### src/rtl/bba_ram.sv
module bba_ram #(
    parameter int W = 8,
    parameter int D = 256
) (
    input  logic                 i_clk,
    input  logic                 i_we,
    input  logic [$clog2(D)-1:0] i_waddr,
    input  logic [W-1:0]         i_wdata,
    input  logic [$clog2(D)-1:0] i_raddr,
    output logic [W-1:0]         o_rdata
);
    logic [W-1:0] r_mem [D];
    logic [W-1:0] r_rdata;

    // one write port, one registered read port
    always_ff @(posedge i_clk) begin
        if (i_we) begin
            r_mem[i_waddr] <= i_wdata;
        end
        r_rdata <= r_mem[i_raddr];
    end

    assign o_rdata = r_rdata;
endmodule

### config.mk
export PLATFORM = sky130hd
export DESIGN_NAME = bba_ram
export DESIGN_NICKNAME = d
export VERILOG_FILES = /design/src/rtl/bba_ram.sv
export SDC_FILE = /design/constraint.sdc
export NUM_CORES = 2
export LEC_CHECK = 0
export BUFFER_PORTS_ARGS = -buffer_cell sky130_fd_sc_hd__buf_4
export CAP_MARGIN = 20
export CORE_UTILIZATION = 55
export CTS_CLUSTER_SIZE = 12
export DETAILED_ROUTE_END_ITERATION = 10
export PLACE_DENSITY = 0.76
export SLEW_MARGIN = 20
export SYNTH_ARGS = -nofsm -noshare
export SYNTH_HDL_FRONTEND = slang
export SYNTH_SLANG_ARGS = --single-unit
### constraint.sdc
create_clock -name i_clk -period 2.6 [get_ports i_clk]
set_input_delay 0.26 -clock i_clk [delete_from_list [all_inputs] [get_ports i_clk]]
set_output_delay 0.26 -clock i_clk [all_outputs]
set_load 0.05 [all_outputs]
Yosys cells after proc, flatten, opt, wreduce, memory -nomap -nowiden

Memories as Yosys holds them, arrays and structs flattened. A register that Yosys moved wholly into a read port is not among the register bits.
Cells that the tools add are included.

Bits in registers: 0
Output and inout bits: 8
Word-level logic and storage cells: 3
Memories kept: 1
RAM bits: 2048

Multiplexer cells: 2

Memory list:

| name  | depth | width | read ports | clocked after memory_dff | wr ports | line | source |
|---|---|---|---|---|---|---|---|
| r_mem | 256   | 8     | 1          | 1                        | 1        | 12   | `logic [W-1:0] r_mem [D];` |

Operators with widths:

| kind   | number |
|---|---|
| $mux 1 | 2 |

Logic depth before layout (Yosys ltp)

Depth in word-level cells: 2
Depth in mapped cells: 11
Gate-level depth less buffers: 6

Least setup slack after synthesis

Ideal clock, no wire load.

Path kind: input-to-reg
From: input port i_raddr[0]
To: register r_rdata[2], in the netlist o_rdata[2] (read register of r_mem)
Arrival time: 2067 ps
Path slack: 402 ps
Data required time: 2469 ps
Stages on the path: 9
Setup time: 131 ps
Cells stage by stage: buf_6 > buf_12 > buf_8 > buf_2 > mux4_2 > a22oi_1 > a21oi_1 > nor4_1 > nor4_2

RTL lines:

| item        | line | source |
|---|---|---|
| from (decl) | 9    | `input logic [$clog2(D)-1:0] i_raddr,` |
| to (decl)   | 13   | `logic [W-1:0] r_rdata;` |

==> flow_summary_export.csv <==
group,metric,value,unit
clocking,cts_tree,"done",
die,die_w,382.3,um
sta,fin_setup_tns,0,ns
worst_hold_path,min_from,"i_wdata[5]",
yosys,synth_edf_count,2048,
die,fp.coreArea,0.1435,mm2
final_layout,utilization,64.28,%
yosys,ys_warn_count,0,
yosys,ys_seq_elements,2056,
grt,track_usage,27.15,%
final_layout,mostFrequentLayoutCell,"edfxtp_1",
pwr,p_comb_share,5.7,%
worst_hold_path,min_to,"r_mem[160][5]",
drt,routed_wl,197100,um
pwr,p_clk_share,39.4,%
worst_setup_path,crit_type,"reg2reg",
worst_hold_path,hold_path.class,"in2reg",
final_layout,nNetsFinal,4383,
yosys,synth.yosys.seq_area_share,77.50,%
worst_setup_path,start_kind,"flip-flop",
grt,grt_pass1_wl,285500,um
worst_setup_path,end_kind,"flip-flop",
grt,top_usage_layer,"met2",
pwr,pwr_density_cell,724.1,mW/mm2
clocking,cts_setup_buffers,0,
final_layout,final_area,0.09222,mm2
yosys,netlist.area_leader.share,77.30,%
yosys,ys_async_sr_fraction,0,%
drt,drcViolationCount,0,
grt,grt_overflow,0,
worst_setup_path,timing.rr.end,"o_rdata[5]",
final_layout,syn_to_final_growth,15.92,%
yosys,syn-instance-count,3733,
sta,finalSetupViolCount,0,
sta,timing.final.crit_share,98.01,%
drt,final_antenna_net_count,0,
pwr,p_switching,14240,uW
final_layout,layout-drive-gt1-share,30.49,%
yosys,synth_cell_type_count,55,
final_layout,fin_cells,6365,
placed_design,gp_congestion,0.8782,
yosys,syn_area,0.07956,mm2
worst_setup_path,required,3.32,ns
sta,fin_worst_skew,0.02761,ns
sta,min_period,2.548,ns
clocking,cts_root_buf,"clkbuf_16",
flow_run,maxCapViolCount,0,
worst_setup_path,slowest_stage,"a221oi_1",
die,dieArea,0.1462,mm2
worst_setup_path,rr_startpoint,"r_mem[83][5]",
pwr,p_sw_share,21.33,%
placed_design,portBuffers,33,
final_layout,layout_common_cells,"edfxtp_1, buf_4, mux4_2",
drt,wl_per_cell,30.97,um
drt,drtIter0Drc,6321,
worst_setup_path,r2r_cells,7,
sta,fmax,0.3924,GHz
clocking,cts.sinks,2056,
grt,grt_use_met1,36.99,%
worst_setup_path,worstPathCellList,"mux4_2 -> a22o_1 -> a221oi_1 -> o32ai_1 -> nor3_1 -> buf_4 -> nor4_1",
placed_design,dpl.hpwl,123600,um
outcome,status,"complete, no violations",
grt,met2_usage,42.64,%
drt,dr.pass1.iters,7,
worst_setup_path,r2r_slack,0.05,ns
die,fp.dieH,382.3,um
clocking,clk_pin_slew,0.06,ns
placed_design,placed_cell_area,0.08643,mm2
grt,grt_pass1_vias,42070,
sta,fin_hold_ws,0.04270,ns
die,design.portCount,34,
sta,finalHoldViolCount,0,
pwr,intPower,52530,uW
drt,vias,41920,
worst_setup_path,critPathMaxStageDelay,0.67,ns
placed_design,placedCellCount,6055,
grt,use_met3,6.326,%
clocking,htreeDepth,4,
grt,antenna_found_initial,2,
yosys,synth_top_cell_by_area,"edfxtp_1",
yosys,synthTopCellsByArea,"edfxtp_1, mux4_2, mux2i_1, nor2_1, a22oi_1",
pwr,pwr-share-seq,54.8,%
yosys,synth.avg_cell_area,21.31,um2
yosys,synth_nets,3759,
drt,vias_per_cell,6.586,
sta,rsz0062_at_grt,"false",
worst_setup_path,worst_ep_arrival_time,3.27,ns
clocking,clk_latency,0.83,ns
worst_setup_path,crit_fanout,1,
sta,tightest_slew,0.8707,ns
pwr,irDropWorstVdd,0.0008354,V
yosys,synth_flop_cell,"edfxtp_1",
pwr,power.leakage,0.02971,uW
die,start_util,55.45,%
die,num_rows,139,
clocking,cts_buffer_depth,3,
clocking,cts_inserted_buffers,199,
sta,report.final.slew_viol_count,0,
worst_hold_path,hold_path_depth,1,
sta,relSlewSlack,40.45,%
grt,grt_start_max_net_pins,96,
-- state kept, by name, indices dropped and copies added (netlist names) --
signal and count:
r_mem 2048, o_rdata 8
-- Yosys cell counts, drive strengths merged, types with 22 or more instances --
master,number
o22ai,28
a22oi,133
mux4,456
nor2b,31
buf,122
nor3,22
a21oi,96
nor4,27
edfxtp,2048
nand2,33
nor2,282
nand3,34
clkbuf,111
o221ai,47
mux2i,134
-- what timing repair did --
item	in CTS	in global routing
resized for setup	2	2
setup endpoints to repair	2	2
gates cloned	0	0
endpoints found under the hold margin	83	0
hold buffers	4	0
-- final cells by class --
class,instances,area (um2)
well taps,1903,2381
inverters,2,7.507
clock inverters,40,380.4
multi-input cells,1442,16520
fillers,9041,51260
diodes,1,2.502
flip-flops and latches,2056,61660
repair buffers,656,5926
clock buffers,265,5353
-- through the flow --
stage / setup WS [ns] / power (uW)
global route: 0.01954 / 68300
floorplan: 0.4021 / 39130
detailed placement: -0.7099 / 41070
CTS: 0.07552 / 66940
finish: 0.05166 / 66780
global placement: -1.104 / 40990
-- kinds of logic after synthesis --
family	count (synthesis)	synth area share, %
flip-flops	2056	77.50
multiplexers	591	14.62
AND/OR/NAND/NOR	466	2.628
AO/OA/AOI/OAI	385	3.419
buffers and inverters	235	1.831
-- worst max-delay path by stage --
stage / slack [ns] / end / start
2_1_floorplan: 0.40 / o_rdata[2] / i_raddr[0]
6_report: 0.05 / o_rdata[5] / r_mem[83][5]
3_3_place_gp: -1.10 / o_rdata[2] / i_raddr[0]
3_5_place_dp: -0.71 / o_rdata[3] / i_raddr[0]
5_1_grt: 0.02 / o_rdata[5] / r_mem[83][5]
4_1_cts: 0.08 / o_rdata[4] / r_mem[66][4]
-- power groups by stage --
stage | sequential (uW) | combinational (uW) | clock, uW
detailed placement | 37300 | 3760 | 0
global placement | 37300 | 3670 | 0
global route | 36600 | 3970 | 27700
floorplan | 37400 | 1770 | 0
CTS | 36600 | 3800 | 26500
finish | 36600 | 3820 | 26300
-- metal layers --
metal  vias up  part of all wire [%]
met3       481                    11
met5         -                0.0096
met2      2843                    48
li1      16860                     -
met4         4                   4.5
met1     21740                    37
-- critical path, delay by kind of cell, from the launching register on --
kind,cells,cell delay (ns)
multiplexers,1,0.47
AND/OR/NAND/NOR,2,0.25
buffers and inverters,1,0.15
AO/OA/AOI/OAI,3,1.20
flip-flops,1,0.36
Power figures use the tool's default switching activity.
